<file path="config.mk">
export PLATFORM = sky130hd
export DESIGN_NAME = gne_ctrl
export DESIGN_NICKNAME = d
export VERILOG_FILES = /design/src/hdl/gne_pkg.sv /design/src/hdl/gne_ctrl.sv
export VERILOG_INCLUDE_DIRS = /design/src /design/src/hdl
export SDC_FILE = /design/constraint.sdc
export NUM_CORES = 1
export LEC_CHECK = 0
export BUFFER_PORTS_ARGS = -buffer_cell sky130_fd_sc_hd__buf_2
export CAP_MARGIN = 20
export CORE_MARGIN = 5
export CORE_UTILIZATION = 57
export CTS_BUF_LIST = sky130_fd_sc_hd__clkbuf_4 sky130_fd_sc_hd__clkbuf_8
export CTS_CLUSTER_DIAMETER = 60
export CTS_CLUSTER_SIZE = 24
export DETAILED_ROUTE_END_ITERATION = 8
export MAX_ROUTING_LAYER = met4
export PLACE_DENSITY = 0.83
export SETUP_SLACK_MARGIN = 0.02
export SLEW_MARGIN = 5
export SYNTH_ARGS = -nofsm -noshare
export SYNTH_HDL_FRONTEND = slang
export SYNTH_SLANG_ARGS = --single-unit
</file>
<file path="constraint.sdc">
create_clock -name i_clk -period 4.7 [get_ports i_clk]
set_input_delay 0.235 -clock i_clk [delete_from_list [all_inputs] [get_ports i_clk]]
set_output_delay 0.235 -clock i_clk [all_outputs]
set_load 0.1 [all_outputs]
</file>
<file path="src/hdl/assert_macros.svh">
// Assertion helpers shared by the grid neighbor expander modules.
`ifndef ASSERT_MACROS_SVH
`define ASSERT_MACROS_SVH

// Same-cycle implication, checked out of reset.
`define GNE_ASSERT_IMP(label, clk, rst_n, ante, cons) \
    label: assert property (@(posedge clk) disable iff (!rst_n) (ante) |-> (cons)) \
        else $error("implication check failed");

// Next-cycle implication, checked out of reset.
`define GNE_ASSERT_NXT(label, clk, rst_n, ante, cons) \
    label: assert property (@(posedge clk) disable iff (!rst_n) (ante) |=> (cons)) \
        else $error("next-cycle check failed");

`endif

</file>
<file path="src/hdl/gne_pkg.sv">
// ----------------------------------------------------------------------------
// gne_pkg
// Shared types, op codes and neighbor step tables for the grid neighbor
// expander.
// ----------------------------------------------------------------------------
package gne_pkg;

    localparam int MAP_COLS_DEF = 256;
    localparam int MAP_ROWS_DEF = 256;

    // bitmap word geometry
    localparam int WORD_W     = 32;
    localparam int WORD_BIT_W = 5;

    localparam logic [2:0] OP_FREE_NBRS = 3'd0;
    localparam logic [2:0] OP_ALL_NBRS  = 3'd1;
    localparam logic [2:0] OP_BLOCK     = 3'd2;
    localparam logic [2:0] OP_UNBLOCK   = 3'd3;
    localparam logic [2:0] OP_QUERY     = 3'd4;
    localparam logic [2:0] OP_CLEAR     = 3'd5;

    // register indexes, byte address is 4 * index
    localparam logic [1:0] REG_GRID_WIDTH  = 2'd0;
    localparam logic [1:0] REG_GRID_HEIGHT = 2'd1;
    localparam logic [1:0] REG_NBR_MODE    = 2'd2;

    typedef struct packed {
        logic [2:0]         op;
        logic signed [15:0] cell_x;
        logic signed [15:0] cell_y;
    } t_in_item;

    typedef struct packed {
        logic signed [15:0] nbr_x;
        logic signed [15:0] nbr_y;
        logic               has_coord;
        logic               flag;
        logic               last;
    } t_out_item;

    // controller -> datapath
    typedef struct packed {
        logic       accept;     // input transfer this cycle
        logic       center;     // address the item's own cell, not a neighbor
        logic       rd_en;      // bitmap word read
        logic       scan;       // read belongs to a neighbor scan
        logic       rmw_eval;   // evaluate block/unblock/query on read word
        logic       emit_nbr;   // load next neighbor result into output reg
        logic       emit_resp;  // load single response into output reg
        logic       clr_we;     // clearing sweep write
        logic [2:0] k;          // neighbor table index
    } t_cmd;

    // datapath -> controller
    typedef struct packed {
        logic out_free;   // output register can take a result this cycle
        logic nbr_last;   // next neighbor result is the final one
    } t_status;

    function automatic logic signed [1:0] step_dx(input logic [2:0] k);
        logic signed [1:0] d;
        case (k)
            3'd0:    d = 2'b00;
            3'd1:    d = 2'b11;
            3'd2:    d = 2'b01;
            3'd3:    d = 2'b00;
            3'd4:    d = 2'b11;
            3'd5:    d = 2'b11;
            3'd6:    d = 2'b01;
            default: d = 2'b01;
        endcase
        return d;
    endfunction

    function automatic logic signed [1:0] step_dy(input logic [2:0] k);
        logic signed [1:0] d;
        case (k)
            3'd0:    d = 2'b11;
            3'd1:    d = 2'b00;
            3'd2:    d = 2'b00;
            3'd3:    d = 2'b01;
            3'd4:    d = 2'b11;
            3'd5:    d = 2'b01;
            3'd6:    d = 2'b11;
            default: d = 2'b01;
        endcase
        return d;
    endfunction

endpackage

</file>
<file path="src/hdl/gne_ctrl.sv">
// ----------------------------------------------------------------------------
// gne_ctrl
// Sequencer for the grid neighbor expander: clearing sweep, neighbor scan
// and emission, read-modify-write of single cells, single responses.
// ----------------------------------------------------------------------------
`include "assert_macros.svh"

module gne_ctrl #(
    parameter int MAP_COLS = gne_pkg::MAP_COLS_DEF,
    parameter int MAP_ROWS = gne_pkg::MAP_ROWS_DEF,
    localparam int WORDS   = (MAP_COLS * MAP_ROWS + gne_pkg::WORD_W - 1) / gne_pkg::WORD_W,
    localparam int AW      = (WORDS > 1) ? $clog2(WORDS) : 1
) (
    input  logic              i_clk,
    input  logic              i_rst_n,
    input  logic              i_in_valid,
    output logic              o_in_ready,
    input  logic [2:0]        i_op,
    input  logic              i_mode,
    input  gne_pkg::t_status  i_status,
    output gne_pkg::t_cmd     o_cmd,
    output logic [AW-1:0]     o_clr_addr
);
    import gne_pkg::*;

    localparam logic [2:0] S_CLEAR = 3'd0;
    localparam logic [2:0] S_IDLE  = 3'd1;
    localparam logic [2:0] S_SCAN  = 3'd2;
    localparam logic [2:0] S_DRAIN = 3'd3;
    localparam logic [2:0] S_EMIT  = 3'd4;
    localparam logic [2:0] S_RD    = 3'd5;
    localparam logic [2:0] S_WR    = 3'd6;
    localparam logic [2:0] S_RESP  = 3'd7;

    localparam logic [AW-1:0] LAST_WORD = AW'(WORDS - 1);

    logic [2:0]    r_state, n_state;
    logic [2:0]    r_k, n_k;
    logic [AW-1:0] r_cnt, n_cnt;
    logic          r_clr_resp, n_clr_resp;
    logic [2:0]    last_k;

    assign last_k     = i_mode ? 3'd7 : 3'd3;
    assign o_clr_addr = r_cnt;

    always_comb begin
        n_state    = r_state;
        n_k        = r_k;
        n_cnt      = r_cnt;
        n_clr_resp = r_clr_resp;
        o_in_ready = 1'b0;
        o_cmd      = '0;
        o_cmd.k    = r_k;
        unique case (r_state)
            S_CLEAR: begin
                o_cmd.clr_we = 1'b1;
                if (r_cnt == LAST_WORD) begin
                    n_cnt   = '0;
                    n_state = r_clr_resp ? S_RESP : S_IDLE;
                end else begin
                    n_cnt = r_cnt + 1'b1;
                end
            end
            S_IDLE: begin
                o_in_ready   = 1'b1;
                o_cmd.accept = i_in_valid;
                if (i_in_valid) begin
                    unique case (i_op) inside
                        OP_FREE_NBRS, OP_ALL_NBRS: begin
                            n_k     = 3'd0;
                            n_state = S_SCAN;
                        end
                        OP_BLOCK, OP_UNBLOCK, OP_QUERY: n_state = S_RD;
                        OP_CLEAR: begin
                            n_clr_resp = 1'b1;
                            n_state    = S_CLEAR;
                        end
                        default: n_state = S_RESP;
                    endcase
                end
            end
            S_SCAN: begin
                o_cmd.rd_en = 1'b1;
                o_cmd.scan  = 1'b1;
                if (r_k == last_k) begin
                    n_state = S_DRAIN;
                end else begin
                    n_k = r_k + 1'b1;
                end
            end
            S_DRAIN: n_state = S_EMIT;
            S_EMIT: begin
                if (i_status.out_free) begin
                    o_cmd.emit_nbr = 1'b1;
                    if (i_status.nbr_last) begin
                        n_state = S_IDLE;
                    end
                end
            end
            S_RD: begin
                o_cmd.rd_en  = 1'b1;
                o_cmd.center = 1'b1;
                n_state      = S_WR;
            end
            S_WR: begin
                o_cmd.rmw_eval = 1'b1;
                n_state        = S_RESP;
            end
            S_RESP: begin
                if (i_status.out_free) begin
                    o_cmd.emit_resp = 1'b1;
                    n_clr_resp      = 1'b0;
                    n_state         = S_IDLE;
                end
            end
            default: n_state = S_IDLE;
        endcase
    end

    always_ff @(posedge i_clk) begin
        if (!i_rst_n) begin
            r_state    <= S_CLEAR;
            r_k        <= '0;
            r_cnt      <= '0;
            r_clr_resp <= 1'b0;
        end else begin
            r_state    <= n_state;
            r_k        <= n_k;
            r_cnt      <= n_cnt;
            r_clr_resp <= n_clr_resp;
        end
    end

    `GNE_ASSERT_IMP(a_emit_needs_slot, i_clk, i_rst_n,
        o_cmd.emit_nbr || o_cmd.emit_resp, i_status.out_free)
    `GNE_ASSERT_NXT(a_sweep_end_idle, i_clk, i_rst_n,
        r_state == S_CLEAR && r_cnt == LAST_WORD && !r_clr_resp, o_in_ready)

endmodule

</file>
==> results_dict.tcl, run 1 <==
set metrics [dict create \
    path_max_fanout 13 \
    antenna_cells 0 \
    die-area_mm2 0.00289 \
    worst_setup_path_start_kind "register" \
    ioPinCount 32 \
    async_reset_ff_frac 0 \
    initial_core_util 0.618 \
    grt_pass1_wl_um 4350 \
    fmaxAchievable_mhz 441 \
    clk_pin_slew_ns 0.11 \
    min_path_cells 2 \
    vdd_drop_max_uv 199 \
    die_y_um 53.8 \
    synth_nets 135 \
    grtUsageTotal 0.212 \
    clockBufferDepth 2 \
    dp_cells 176 \
    fin_cells 180 \
    num_vias 1029 \
    min_period_ns 2.27 \
    finalSetupTns_ns 0 \
    endpoint_kind "output port" \
    dr_wl_met2_um 1190 \
    skew_ns 0.00478 \
    slew-limit-headroom 0.604 \
    cts_hold_buffers 0 \
    synth-main-ff-cell "dfxtp_1" \
    postSynthCellCount 124 \
    worst_slew_pin_slew_ns 0.593 \
    rsz0062_at_grt "false" \
    first_global_vias 978 \
    yosysMostFrequentCell "dfxtp_1" \
    drive_above_1_share 0.323 \
    avgSynthCellArea_um2 8.80 \
    place_congestion 0.857 \
    status "finished clean" \
    clk_latency_ns 0.29 \
    power.density_mw_per_mm2 225 \
    crit_arrival_ns 2.03 \
    initialDrtViolationCount 33 \
    ant_nets 0 \
    via_per_inst 5.72 \
    wl_met1_um 1130 \
    finalMaxSlewViolations 0 \
    drc 0 \
    cts_setup_buffers 0 \
    ctsResizeCount 0 \
    worstSetupPathType "reg -> out" \
    synth_top_area_cell "dfxtp_1" \
    cap_violations 0 \
    cts_max_level 1 \
    synth-seq-area-share 0.330 \
    p_leak_nw 0.566 \
    numCtsBuffers 3 \
    drtPass1Iterations 4 \
    syn_to_final_growth_pct 17.5 \
    power_w 0.000288 \
    finalHoldViolCount 0 \
    grt_overflow_total 0 \
    synth.top_cell.area_share 0.330 \
    synth_edf_count 0 \
    reg2reg_depth 5 \
    wirelength_um 2510 \
    synth_top_cells_by_area "dfxtp_1 33%, xor2_1 5.6%, nor2_1 4.5%, nand2_1 3.4%, inv_1 2.8%" \
    utilization 0.727 \
    synth.cell_area_mm2 0.00109 \
    ys_top_cells_by_count "18 x dfxtp_1, 13 x nor2_1, 10 x nand2_1" \
    hold_ws_ns 0.235 \
    port_buffers 31 \
    clockRootBuffer "clkbuf_4" \
    wl_met3_um 146 \
    yosys_warnings 0 \
    synthDistinctLibCells 49 \
    wl_per_cell_um 14.0 \
    dp_hpwl_um 1970 \
    fp.coreArea_mm2 0.00176 \
    hold_path_class "in -> reg" \
    min_period_over_period 0.482 \
    antenna_found_initial 0 \
    fillers 162 \
    setup_viol_count_final 0 \
    cts.sinks 18 \
    worstPathRequired_ns 4.47 \
    die_x_um 53.8 \
    final_nets 167 \
    rows 15 \
    synth-seq-cells 18 \
    grt_max_degree 16 \
    top_layer "met4" \
    cts_tree "yes" \
]
[registers in the layout, summed over array words and instances (netlist names)]
signal      cells
o_clr_addr     11
r_k             3
r_state         3
r_clr_resp      1
[worst paths after layout]
check	startpoint	slack [ns]	end
min reg2reg	r_k[1]	0.51	r_k[1]
max	r_state[1]	2.43	o_cmd[8]
min	i_rst_n	0.24	r_state[0]
max reg2reg	r_state[1]	2.80	r_state[1]
[layer usage]
layer	track usage	vias up
li1	-	514
met1	0.249	474
met2	0.351	35
met3	0.0443	6
met4	0.0809	0
met5	-	-
[cells in the final DEF (no fill, tap or decap), drive strengths merged, types with 2 or more instances in the layout]
cell / instances
and3: 5
buf: 31
nand2b: 3
a21oi: 6
clkbuf: 4
nor3: 5
nand2: 10
xor2: 7
dfxtp: 18
nor2: 13
o21ai: 5
nand3: 5
inv: 8
nor2b: 3
nand4: 3
ha: 2
a211oi: 3
o211ai: 2
[area by class of cell]
cell class                      count  area, um2  share of cell area
Sequential cell                    18        360               0.281
Inverter                            8       30.0              0.0234
Timing Repair Buffer               31        155               0.121
Clock buffer                        4       36.3              0.0283
Multi-Input combinational cell     94        669               0.522
Tap cell                           25       31.3              0.0244
[cells by family after synthesis]
group,synth area share
AOI/OAI and AO/OA,0.214
xor gates and xnor gates,0.0642
adders and majority gates,0.0229
buffers and inverters,0.0562
DFF,0.330
muxes,0.0103
and+or+nand+nor,0.302
[power by group]
group,switching [W],internal (W)
Sequential,0.00000218,0.000155
Combinational,0.0000261,0.00000888
Clock,0.0000493,0.0000472
Total,0.0000776,0.000211
[metrics by stage]
step / area, um2 / setup slack (ns)
after floorplan: 1090 / 1.73
after global placement: 1250 / 2.84
after detailed placement: 1250 / 2.76
after CTS: 1280 / 2.43
after global routing: 1280 / 2.30
final: 1280 / 2.43
[worst max-delay path, cell delays in order (launching register included)]
cell,delay (ns)
dfxtp_1,0.66
nor3b_2,0.47
or2_2,0.19
buf_2,0.41
No activity file was read; power rests on OpenSTA's default activity.
==> run 2, diff against run 1 <==
ABC_AREA = 1   (was default)
CORE_UTILIZATION = 54   (was 57)
PLACE_DENSITY = 0.78   (was 0.83)
clock period = 2.33 ns   (was 4.7 ns; I/O delays follow)
==> results_dict.tcl, run 2 <==
set metrics [dict create \
    status "finished clean" \
    endpoint_kind "output port" \
    final_nets 211 \
    slew-limit-headroom 0.595 \
    grtUsageTotal 0.186 \
    grt_pass1_wl_um 4670 \
    die_y_um 56.5 \
    ctsResizeCount 0 \
    final_common_cell "nand2_1" \
    ioPinCount 32 \
    power.density_mw_per_mm2 1120 \
    synth_top_area_cell "dfxtp_1" \
    synth-seq-cells 18 \
    worst_setup_path_start_kind "register" \
    cpPeakStageDelay_ns 0.72 \
    wirelength_um 2560 \
    die_x_um 56.5 \
    skew_ns 0.00462 \
    largest_register_ffs 11 \
    first_global_vias 1164 \
    place_congestion 0.837 \
    p_switching_w 0.000910 \
    postSynthCellCount 167 \
    wl_per_cell_um 11.3 \
    cts_setup_buffers 0 \
    ant_nets 0 \
    cts.sinks 18 \
    grt_max_degree 11 \
    fillers 193 \
    hold_path_class "in -> reg" \
    synth_nets 178 \
    initial_core_util 0.579 \
    finalHoldViolCount 0 \
    rows 16 \
    die-area_mm2 0.00320 \
    avgSynthCellArea_um2 7.01 \
    cts_tree "yes" \
    clk_pin_slew_ns 0.09 \
    initialDrtViolationCount 26 \
    antenna_cells 0 \
    async_reset_ff_frac 0 \
    numCtsBuffers 3 \
    min_period_ns 2.02 \
    p_seq_frac 0.278 \
    combPwrFrac 0.600 \
    synth_edf_count 0 \
    clk_latency_ns 0.29 \
    worstPathRequired_ns 2.21 \
    antenna_found_initial 0 \
    cts_max_level 1 \
    dp_cells 222 \
    dp_hpwl_um 2080 \
    cap_violations 0 \
    setup_viol_count_final 0 \
    yosysMostFrequentCell "nand2_1" \
    cts_hold_buffers 0 \
    power_w 0.00155 \
    finalSetupTns_ns 0 \
    worstSetupPathType "reg -> out" \
    syn_to_final_growth_pct 18.2 \
    synth-seq-area-share 0.308 \
    p_int_w 0.000638 \
    min_period_over_period 0.866 \
    fin_cells 226 \
    pwr-share-clk 0.122 \
    slowest_stage "dfxtp_1" \
    p_leak_nw 0.712 \
    switching_share 0.588 \
    yosys_warnings 0 \
    num_vias 1127 \
    cp_num_buf_inv 2 \
    via_per_inst 4.99 \
    grt_overflow_total 0 \
    drc 0 \
    clockRootBuffer "clkbuf_4" \
    layout_common_cells "43 x nand2_1, 31 x buf_2, 22 x nor2_1, 19 x inv_1, 18 x dfxtp_1" \
    synth_top_cells_by_area "dfxtp_1 31%, nand2_1 14%, nor2_1 7.1%, inv_1 6.1%, nand3_1 4.3%" \
    worst_slew_pin_slew_ns 0.607 \
    synthDistinctLibCells 30 \
    path_cells "nand2_2 > nor2_4 > inv_1 > nand2_1 > buf_2" \
    path_max_fanout 8 \
    rsz0062_at_grt "false" \
    port_buffers 31 \
    synth-main-ff-cell "dfxtp_1" \
    synth.cell_area_mm2 0.00117 \
    vdd_drop_max_uv 686 \
    ys_top_cells_by_count "43 x nand2_1, 22 x nor2_1, 19 x inv_1" \
    finalMaxSlewViolations 0 \
    hold_ws_ns 0.118 \
    drive_above_1_share 0.291 \
    drtPass1Iterations 4 \
    clockBufferDepth 2 \
    critical_path.top_delay_family "flip-flops" \
    synth.top_cell.area_share 0.308 \
    crit_arrival_ns 1.90 \
    fp.coreArea_mm2 0.00202 \
    fmaxAchievable_mhz 495 \
]
[run 2: cell types whose count changed in the layout (fill, tap and decap cells not counted), sizes merged, moves of 4 or more]
cell and change:
xor2 -4, nand2 +39, o21ai -4, inv +14, nor2 +16, and3 -5
nand3 +9
[run 2: final cells by class]
cell class / count / area (um2) / share of cell area
Inverter: 23 / 91.3 / 0.0661
Multi-Input combinational cell: 123 / 706 / 0.510
Timing Repair Buffer: 31 / 155 / 0.112
Tap cell: 27 / 33.8 / 0.0244
Sequential cell: 18 / 360 / 0.261
Clock buffer: 4 / 36.3 / 0.0262
[run 2: worst paths after layout]
path	slack, ns	from	to	depth (start not counted)
worst min-delay path	0.12	i_rst_n	r_state[1]	3
worst min register to register	0.49	r_k[1]	r_k[1]	2
worst max register to register	0.79	r_state[1]	r_state[2]	7
worst max-delay path	0.31	r_state[1]	o_cmd[8]	5
[run 2: metal layers]
layer,GRT usage,vias to the layer above,wire [um]
met1,0.192,507,1070
met4,0.0881,0,48
li1,-,590,-
met2,0.332,26,1290
met5,-,-,0
met3,0.0390,4,146
[run 2: stage by stage]
stage,util,area (um2),setup WS [ns]
detailed placement,0.666,1350,0.628
finish,0.684,1380,0.311
global placement,0.666,1350,0.679
CTS,0.684,1380,0.291
global route,0.684,1380,0.164
floorplan,-,1180,0.218
[run 2: power groups by stage]
stage          logic [W]  clock network, W  registers (W)
2_1_floorplan   0.000715                 0       0.000540
3_3_place_gp    0.000924                 0       0.000432
3_5_place_dp    0.000935                 0       0.000436
4_1_cts         0.000936          0.000198       0.000429
5_1_grt          0.00101          0.000212       0.000438
6_report        0.000929          0.000189       0.000430
[run 2: kinds of logic after synthesis]
logic type	synth area share
and+or+nand+nor	0.483
buffers and inverters	0.102
DFF	0.308
xor gates and xnor gates	0.0300
adders and majority gates	0.0214
AOI/OAI and AO/OA	0.0556
[run 2: worst reg2reg max path: stages (launching register included)]
cell and delay (ns):
dfxtp_1 0.72, nor2_1 0.13, nand3b_1 0.11, nand2_1 0.07, nor2_2 0.14, nand3_4 0.11
nor2_1 0.11, nor2_1 0.05
